$ cat config.mk
export PLATFORM = sky130hd
export DESIGN_NAME = bounded_unordered_set_table
export DESIGN_NICKNAME = d
export VERILOG_FILES = /design/src/rtl/bust_pkg.sv /design/src/rtl/bust_ctrl.sv /design/src/rtl/bust_dp.sv /design/src/rtl/bounded_unordered_set_table.sv
export SDC_FILE = /design/constraint.sdc
export NUM_CORES = 1
export LEC_CHECK = 0
export ABC_CLOCK_PERIOD_IN_PS = 4720
export BUFFER_PORTS_ARGS = -buffer_cell sky130_fd_sc_hd__clkbuf_2
export CAP_MARGIN = 20
export CELL_PAD_IN_SITES_DETAIL_PLACEMENT = 1
export CELL_PAD_IN_SITES_GLOBAL_PLACEMENT = 1
export CORE_MARGIN = 2
export CORE_UTILIZATION = 35
export CTS_CLUSTER_DIAMETER = 60
export DETAILED_ROUTE_END_ITERATION = 8
export HOLD_SLACK_MARGIN = 0.06
export PLACE_DENSITY_LB_ADDON = 0.15
export SKIP_LAST_GASP = 1
export SLEW_MARGIN = 20
export SYNTH_ARGS = -nofsm -noshare
export SYNTH_HDL_FRONTEND = slang
export SYNTH_SLANG_ARGS = --single-unit
$ cat constraint.sdc
create_clock -name clk -period 4.72 [get_ports clk]
set_input_delay 0.472 -clock clk [delete_from_list [all_inputs] [get_ports clk]]
set_output_delay 0.472 -clock clk [all_outputs]
set_load 0.005 [all_outputs]
$ cat src/rtl/bust_pkg.sv
`timescale 1ns / 1ps
// ---------------------------------------------------------------------------
// bust_pkg
// Shared types, field layout and defaults for the bounded unordered set table.
// ---------------------------------------------------------------------------
package bust_pkg;

    // Default sizes of the table
    localparam int DEPTH_DEF      = 16;
    localparam int ITEM_WIDTH_DEF = 32;

    // Fixed widths of the stream fields
    localparam int CMD_W   = 2;
    localparam int ITEM_W  = 32;
    localparam int INDEX_W = 4;
    localparam int COUNT_W = 5;
    localparam int CAP_W   = 5;

    // Input beat layout, lowest bit first
    localparam int IN_CMD_LSB   = 0;
    localparam int IN_ITEM_LSB  = IN_CMD_LSB + CMD_W;
    localparam int IN_INDEX_LSB = IN_ITEM_LSB + ITEM_W;
    localparam int IN_TDATA_W   = 40;

    // Output beat layout, lowest bit first
    localparam int OUT_OK_LSB    = 0;
    localparam int OUT_RD_LSB    = OUT_OK_LSB + 1;
    localparam int OUT_COUNT_LSB = OUT_RD_LSB + ITEM_W;
    localparam int OUT_EMPTY_LSB = OUT_COUNT_LSB + COUNT_W;
    localparam int OUT_TDATA_W   = 40;

    // Configuration port
    localparam int PADDR_W = 3;
    localparam int PDATA_W = 32;
    localparam logic [PADDR_W-1:0] REG_CAPACITY_ADDR = 3'd0;
    localparam logic [CAP_W-1:0]   CAPACITY_RST      = 5'd16;

    typedef enum logic [CMD_W-1:0] {
        CMD_INSERT   = 2'd0,
        CMD_ERASE    = 2'd1,
        CMD_CONTAINS = 2'd2,
        CMD_GET      = 2'd3
    } command_t;

    // Controller to datapath
    typedef struct packed {
        logic accept;
        logic scan;
        logic shift;
        logic get;
        logic finish;
    } dp_cmd_t;

    // Datapath to controller
    typedef struct packed {
        logic hit;
        logic drained;
        logic erase;
        logic out_free;
    } dp_stat_t;

endpackage

$ cat src/rtl/bust_ctrl.sv
`timescale 1ns / 1ps
// ---------------------------------------------------------------------------
// bust_ctrl
// Sequencer: accepts a command, steps the scan, shift or read of the table
// and hands the result to the output register.
// ---------------------------------------------------------------------------
module bust_ctrl
    import bust_pkg::*;
(
    input  logic     clk,
    input  logic     rst_n,
    input  logic     s_tvalid,
    output logic     s_tready,
    input  command_t in_cmd,
    output dp_cmd_t  cmd,
    input  dp_stat_t stat
);

    typedef enum logic [4:0] {
        S_IDLE  = 5'b00001,
        S_SCAN  = 5'b00010,
        S_SHIFT = 5'b00100,
        S_GET   = 5'b01000,
        S_DONE  = 5'b10000
    } state_t;

    state_t state_reg;
    state_t state_next;

    // Next state and commands
    always_comb
    begin
        state_next = state_reg;
        cmd        = '0;
        s_tready   = 1'b0;
        unique case (state_reg)
            S_IDLE:
            begin
                s_tready = 1'b1;
                if (s_tvalid)
                begin
                    cmd.accept = 1'b1;
                    state_next = (in_cmd == CMD_GET) ? S_GET : S_SCAN;
                end
            end
            S_SCAN:
            begin
                cmd.scan = 1'b1;
                if (stat.hit)
                    state_next = stat.erase ? S_SHIFT : S_DONE;
                else if (stat.drained)
                    state_next = S_DONE;
            end
            S_SHIFT:
            begin
                cmd.shift = 1'b1;
                if (stat.drained)
                    state_next = S_DONE;
            end
            S_GET:
            begin
                cmd.get    = 1'b1;
                state_next = S_DONE;
            end
            S_DONE:
            begin
                if (stat.out_free)
                begin
                    cmd.finish = 1'b1;
                    state_next = S_IDLE;
                end
            end
            default:
            begin
                state_next = S_IDLE;
            end
        endcase
    end

    // Hold state
    always_ff @(posedge clk or negedge rst_n)
    begin
        if (!rst_n)
            state_reg <= S_IDLE;
        else
            state_reg <= state_next;
    end

endmodule

$ cat src/rtl/bust_dp.sv
`timescale 1ns / 1ps
// ---------------------------------------------------------------------------
// bust_dp
// Datapath: entry memory, item count, scan pointer with one read in flight,
// result computation and the output register.
// ---------------------------------------------------------------------------
module bust_dp
    import bust_pkg::*;
#(
    parameter int DEPTH      = DEPTH_DEF,
    parameter int ITEM_WIDTH = ITEM_WIDTH_DEF
)
(
    input  logic                   clk,
    input  logic                   rst_n,
    input  logic [IN_TDATA_W-1:0]  s_tdata,
    input  logic [CAP_W-1:0]       capacity,
    input  dp_cmd_t                cmd,
    output dp_stat_t               stat,
    output logic                   m_tvalid,
    input  logic                   m_tready,
    output logic [OUT_TDATA_W-1:0] m_tdata
);

    localparam int AW = $clog2(DEPTH);
    localparam int CW = $clog2(DEPTH + 1);

    logic [ITEM_WIDTH-1:0] mem [DEPTH];

    command_t              op_reg;
    logic [ITEM_WIDTH-1:0] item_reg;
    logic [INDEX_W-1:0]    index_reg;
    logic [CW-1:0]         held_reg;
    logic [CW-1:0]         held_next;
    logic [CW-1:0]         ptr_reg;
    logic [CW-1:0]         ptr_next;
    logic                  pend_reg;
    logic                  pend_next;
    logic [AW-1:0]         pend_pos_reg;
    logic                  found_reg;
    logic [ITEM_WIDTH-1:0] rdata_reg;

    logic                  issue;
    logic                  hit;
    logic                  drained;
    logic                  get_ok;
    logic                  ins_ok;
    logic                  rd_en;
    logic [AW-1:0]         rd_addr;
    logic                  wr_en;
    logic [AW-1:0]         wr_addr;
    logic [ITEM_WIDTH-1:0] wr_data;
    logic                  res_ok;
    logic [ITEM_W-1:0]     res_rd;

    logic                  out_valid_reg;
    logic                  out_ok_reg;
    logic [ITEM_W-1:0]     out_rd_reg;
    logic [COUNT_W-1:0]    out_count_reg;
    logic                  out_empty_reg;

    // Scan and shift read engine
    assign issue   = (cmd.scan || cmd.shift) && (ptr_reg < held_reg);
    assign hit     = cmd.scan && pend_reg && (rdata_reg == item_reg);
    assign drained = !pend_reg && (ptr_reg >= held_reg);
    assign get_ok  = 32'(index_reg) < 32'(held_reg);
    assign ins_ok  = !found_reg && (32'(held_reg) < 32'(capacity))
                     && (32'(held_reg) < 32'(DEPTH));

    assign rd_en   = issue || (cmd.get && get_ok);
    assign rd_addr = cmd.get ? AW'(index_reg) : AW'(ptr_reg);

    always_comb
    begin
        ptr_next  = ptr_reg;
        pend_next = pend_reg;
        if (cmd.accept)
        begin
            ptr_next  = '0;
            pend_next = 1'b0;
        end
        else if (hit)
        begin
            // restart after the match for the order-keeping shift
            ptr_next  = CW'(pend_pos_reg) + CW'(1);
            pend_next = 1'b0;
        end
        else if (cmd.scan || cmd.shift)
        begin
            pend_next = issue;
            if (issue)
                ptr_next = ptr_reg + CW'(1);
        end
    end

    // Write port: shift an entry down, or append on insert
    always_comb
    begin
        wr_en   = 1'b0;
        wr_addr = AW'(held_reg);
        wr_data = item_reg;
        if (cmd.shift && pend_reg)
        begin
            wr_en   = 1'b1;
            wr_addr = pend_pos_reg - AW'(1);
            wr_data = rdata_reg;
        end
        else if (cmd.finish && op_reg == CMD_INSERT && ins_ok)
        begin
            wr_en = 1'b1;
        end
    end

    // Result and new count
    always_comb
    begin
        res_ok    = 1'b0;
        res_rd    = '0;
        held_next = held_reg;
        case (op_reg)
            CMD_INSERT:
            begin
                res_ok = ins_ok;
                if (ins_ok)
                    held_next = held_reg + CW'(1);
            end
            CMD_ERASE:
            begin
                res_ok = found_reg;
                if (found_reg)
                    held_next = held_reg - CW'(1);
            end
            CMD_CONTAINS:
            begin
                res_ok = found_reg;
            end
            default:
            begin
                res_ok = get_ok;
                if (get_ok)
                    res_rd = ITEM_W'(rdata_reg);
            end
        endcase
    end

    // Entry memory
    always_ff @(posedge clk)
    begin
        if (wr_en)
            mem[wr_addr] <= wr_data;
        if (rd_en)
            rdata_reg <= mem[rd_addr];
    end

    // Latch the command and track the read in flight
    always_ff @(posedge clk)
    begin
        if (cmd.accept)
        begin
            op_reg    <= command_t'(s_tdata[IN_CMD_LSB +: CMD_W]);
            item_reg  <= ITEM_WIDTH'(s_tdata[IN_ITEM_LSB +: ITEM_W]);
            index_reg <= s_tdata[IN_INDEX_LSB +: INDEX_W];
        end
        if (issue)
            pend_pos_reg <= AW'(ptr_reg);
        if (cmd.finish)
        begin
            out_ok_reg    <= res_ok;
            out_rd_reg    <= res_rd;
            out_count_reg <= COUNT_W'(held_next);
            out_empty_reg <= (held_next == '0);
        end
    end

    // Control state
    always_ff @(posedge clk or negedge rst_n)
    begin
        if (!rst_n)
        begin
            held_reg      <= '0;
            ptr_reg       <= '0;
            pend_reg      <= 1'b0;
            found_reg     <= 1'b0;
            out_valid_reg <= 1'b0;
        end
        else
        begin
            ptr_reg  <= ptr_next;
            pend_reg <= pend_next;
            if (cmd.accept)
                found_reg <= 1'b0;
            else if (hit)
                found_reg <= 1'b1;
            if (cmd.finish)
                held_reg <= held_next;
            if (cmd.finish)
                out_valid_reg <= 1'b1;
            else if (m_tready)
                out_valid_reg <= 1'b0;
        end
    end

    assign stat.hit      = hit;
    assign stat.drained  = drained;
    assign stat.erase    = (op_reg == CMD_ERASE);
    assign stat.out_free = !out_valid_reg || m_tready;

    assign m_tvalid = out_valid_reg;
    assign m_tdata  = {1'b0, out_empty_reg, out_count_reg, out_rd_reg, out_ok_reg};

    // Checks
    a_held_bound: assert property (@(posedge clk) disable iff (!rst_n)
        32'(held_reg) <= 32'(DEPTH))
        else $error("item count above table depth");

    a_held_only_on_finish: assert property (@(posedge clk) disable iff (!rst_n)
        !cmd.finish |=> $stable(held_reg))
        else $error("item count moved outside result step");

    a_no_write_in_scan: assert property (@(posedge clk) disable iff (!rst_n)
        cmd.scan |-> !wr_en)
        else $error("table written during scan");

    a_shift_below_count: assert property (@(posedge clk) disable iff (!rst_n)
        (wr_en && cmd.shift) |-> (32'(wr_addr) + 1 < 32'(held_reg)))
        else $error("shift writes outside held entries");

endmodule

$ cat src/rtl/bounded_unordered_set_table.sv
`timescale 1ns / 1ps
// ---------------------------------------------------------------------------
// bounded_unordered_set_table
// Set of distinct items kept packed in a table, with insert, erase,
// contains and get-by-index commands and a capacity register.
// ---------------------------------------------------------------------------
// Usage:
//   One command beat on the s_ side gives one result beat on the m_ side.
//   s_tdata carries command, item and index; m_tdata carries ok, read_item,
//   count and is_empty. Capacity is to be written over the APB port at
//   offset 0 only while the block is idle; the block does not enforce this.
//   It resets to 16, and its effect saturates at DEPTH. One command is
//   worked at a time. The entry memory has one read and one write port and
//   is scanned one entry per cycle, so insert, contains and erase (scan,
//   then shift down) take longer the more items are held; get does not scan.
//   The result lands in an output register; the next command is taken
//   while it waits. If the receiver stalls, a finished result waits in the
//   sequencer until the output register frees.
//   Reset empties the set and clears the output; entries are not cleared.
// ---------------------------------------------------------------------------
module bounded_unordered_set_table
    import bust_pkg::*;
#(
    parameter int DEPTH      = DEPTH_DEF,
    parameter int ITEM_WIDTH = ITEM_WIDTH_DEF
)
(
    input  logic                   clk,
    input  logic                   rst_n,
    input  logic                   s_tvalid,
    output logic                   s_tready,
    input  logic [IN_TDATA_W-1:0]  s_tdata,   // command[1:0], item[33:2], index[37:34]
    output logic                   m_tvalid,
    input  logic                   m_tready,
    output logic [OUT_TDATA_W-1:0] m_tdata,   // ok[0], read_item[32:1], count[37:33],
                                              // is_empty[38]
    input  logic                   psel,
    input  logic                   penable,
    input  logic                   pwrite,
    input  logic [PADDR_W-1:0]     paddr,
    input  logic [PDATA_W-1:0]     pwdata,
    output logic [PDATA_W-1:0]     prdata,
    output logic                   pready
);

    logic [CAP_W-1:0] capacity_reg;
    logic             cfg_wr;
    dp_cmd_t          cmd;
    dp_stat_t         stat;

    // Capacity register
    assign pready = 1'b1;
    assign cfg_wr = psel && penable && pwrite && (paddr == REG_CAPACITY_ADDR);
    assign prdata = (paddr == REG_CAPACITY_ADDR) ? PDATA_W'(capacity_reg) : '0;

    always_ff @(posedge clk or negedge rst_n)
    begin
        if (!rst_n)
            capacity_reg <= CAPACITY_RST;
        else if (cfg_wr)
            capacity_reg <= pwdata[CAP_W-1:0];
    end

    bust_ctrl u_ctrl (
        .clk      (clk),
        .rst_n    (rst_n),
        .s_tvalid (s_tvalid),
        .s_tready (s_tready),
        .in_cmd   (command_t'(s_tdata[IN_CMD_LSB +: CMD_W])),
        .cmd      (cmd),
        .stat     (stat)
    );

    bust_dp #(
        .DEPTH      (DEPTH),
        .ITEM_WIDTH (ITEM_WIDTH)
    ) u_dp (
        .clk      (clk),
        .rst_n    (rst_n),
        .s_tdata  (s_tdata),
        .capacity (capacity_reg),
        .cmd      (cmd),
        .stat     (stat),
        .m_tvalid (m_tvalid),
        .m_tready (m_tready),
        .m_tdata  (m_tdata)
    );

endmodule

==> flow_metrics.tcl <==
set metrics [dict create \
    leakage_nw 10.9 \
    power_density_nw_per_um2 468 \
    max_slew_margin_pct 23.2 \
    hp-start "s_tdata[0]" \
    post_cts_buffers 0 \
    ios 157 \
    ant_nets 0 \
    nFillCells 7933 \
    synthCells 1996 \
    crit_type "flip-flop to flip-flop" \
    synth_most_common_cell "edfxtp_1" \
    ys_seq_area_share_pct 70.6 \
    port_buffers 98 \
    root_buffer "clkbuf_16" \
    cts_buffers 79 \
    clock_latency_ns 0.62 \
    die_area_um2 80500 \
    drc 0 \
    drive_gt1_share_pct 17.2 \
    grt_max_degree 65 \
    synth-edff-count 625 \
    cts.clk_slew.worst_paths_ns 0.05 \
    synth_area_leader_cell "edfxtp_1" \
    period_needed_ns 3.70 \
    cp_max_fo 20 \
    slew_violations 0 \
    rsz0062_at_grt "no" \
    utilization_pct 41.6 \
    regArea_um2 19300 \
    dieHeight_um 284 \
    clk_path_buf_depth 3 \
    hpwl_mm 50.2 \
    cts_hold_buf 44 \
    firstDrtPassIters 5 \
    maxClockFrequency_ghz 0.270 \
    synth_warnings 0 \
    worst_clock_skew_ns 0.0205 \
    syn_area_um2 27400 \
    cts_tree "done" \
    cts.sinks 648 \
    wire_per_inst_um 27.2 \
    largest_reg_flops 512 \
    grt_pass1_wl_mm 128 \
    cts_max_level 3 \
    cp-startpoint "u_ctrl.state_reg[3]" \
    setup_tns_ns 0 \
    synth_area_leaders "edfxtp_1, a21oi_1, nand2_1, a211o_1, dfrtp_1" \
    fp.coreArea_um2 77500 \
    drt-total-wl_mm 88.2 \
    drtIter0Drc 1480 \
    place_congestion 0.785 \
    synth_top_area_share_pct 68.5 \
    vdd_drop_max_uv 321 \
    hold_viol 0 \
    synth_seq_cells 648 \
    cap_violations 0 \
    synthArstFlopShare_pct 3.55 \
    cp.required_ns 5.02 \
    worst_setup_path_start_kind "flip-flop" \
    track_usage_pct 21.7 \
    status "complete, no violations" \
    critPathArrivalTime_ns 4.00 \
    hold_ws_ns 0.0993 \
    setup_violations 0 \
    placed_area_um2 29400 \
    worstSetupEndpointType "flip-flop" \
    design_area_um2 32200 \
    gr-total-overflow 0 \
    nets 2237 \
    regMostFlops "u_dp.mem" \
    synthDistinctLibCells 67 \
    fin_crit_sh_pct 78.5 \
    p_total_mw 15.1 \
    die_x_um 284 \
    reg2reg_from "u_ctrl.state_reg[3]" \
    multi_input_area_um2 7410 \
    start_util_pct 35.4 \
    syn_avg_cell_area_um2 13.7 \
    antenna_found_initial 1 \
    vias 17942 \
    ys.flop_type "edfxtp_1" \
    cts.repair.resized 0 \
    row_count 102 \
    synthTopCellsByCount "edfxtp_1, a21oi_1, nand2_1" \
    tightest_slew_ns 1.15 \
    vias_per_cell 5.54 \
    hold_path_class "input port to flip-flop" \
    syn2layout_area_growth_pct 17.6 \
    grt_pass1_vias 18473 \
]
critical path: stages, from the launching register on:
cell	delay (ns)
dfrtp_1	0.65
nor4_1	0.54
nand3_2	0.49
a21oi_1	0.46
nand2b_1	0.30
nor2_4	0.60
buf_12	0.30
layout by cell type, fill, tap and decap left out, types with 9 or more instances in the layout:
master         instances
nand3_1               75
a21oi_1              207
buf_12                14
o21ai_0               77
a2111oi_1             13
clkbuf_1              22
a211o_1               63
nor4_1                18
dfrtp_1               21
clkinv_1              12
ha_1                  20
clkinv_2              10
clkbuf_2              98
nor3_1                15
and3_1                37
and2_1                39
conb_1                29
a21oi_2               25
nand2_1              209
xor2_1                33
a211oi_1              36
a22o_1                31
mux2_2                 9
edfxtp_1             625
nor2_4                17
inv_1                 50
nand2b_1               9
o211ai_1              32
buf_4                 41
nor2_1                20
dlygate4sd3_1         44
a2111oi_0             19
a211oi_2              29
clkbuf_16             81
where the power goes:
group,switching (mW),internal (mW)
combinational,1.64,0.638
sequential,0.248,6.88
clock,2.42,3.24
total,4.31,10.8
metrics by stage:
stage | setup slack, ns | std cells
after floorplan | -0.0266 | 2023
after global placement | 1.09 | 3048
after detailed placement | 1.05 | 3050
after CTS | 1.02 | 3235
after global routing | 0.779 | 3235
final | 1.02 | 3237
worst paths after layout:
| check | end | slack [ns] | cells past startpoint |
|---|---|---|---|
| worst max-delay path | u_dp.mem[3][4] | 1.02 | 6 |
| worst min-delay path | u_dp.op_reg[0] | 0.1 | 1 |
| worst max register to register | u_dp.mem[3][4] | 1.02 | 6 |
| worst min register to register | capacity_reg[4] | 0.53 | 2 |
| max in group asynchronous | u_dp.ptr_reg[4] | 3.87 | 2 |
| min in group asynchronous | u_dp.held_reg[0] | 0.41 | 2 |
per-layer routing:
metal  vias up  GRT usage, %  share of wire, %
met4         0          6.96               2.5
met5         -             0                 0
met2       483          36.0                49
li1       7889             -                 -
met1      9436          29.3                44
met3       134          3.12               5.1
cell type report:
class | instances | share of cell area, %
clock inverter | 37 | 0.797
tap | 1040 | 4.04
antenna | 2 | 0.0155
sequential | 648 | 60.1
timing repair buffer | 199 | 4.85
clock buffer | 104 | 6.60
multi-input combinational | 1155 | 23.0
inverter | 52 | 0.606
cells by family after synthesis:
family,count (synthesis),share of synthesized area (%)
compound gates,576,14.5
mux,12,0.571
simple gates,479,8.37
xor+xnor,39,1.25
fa+ha+maj,20,0.914
buf+inv,220,3.71
other cells,2,0.0274
flops,648,70.6
Note: power is estimated with default switching activity, not from simulation.
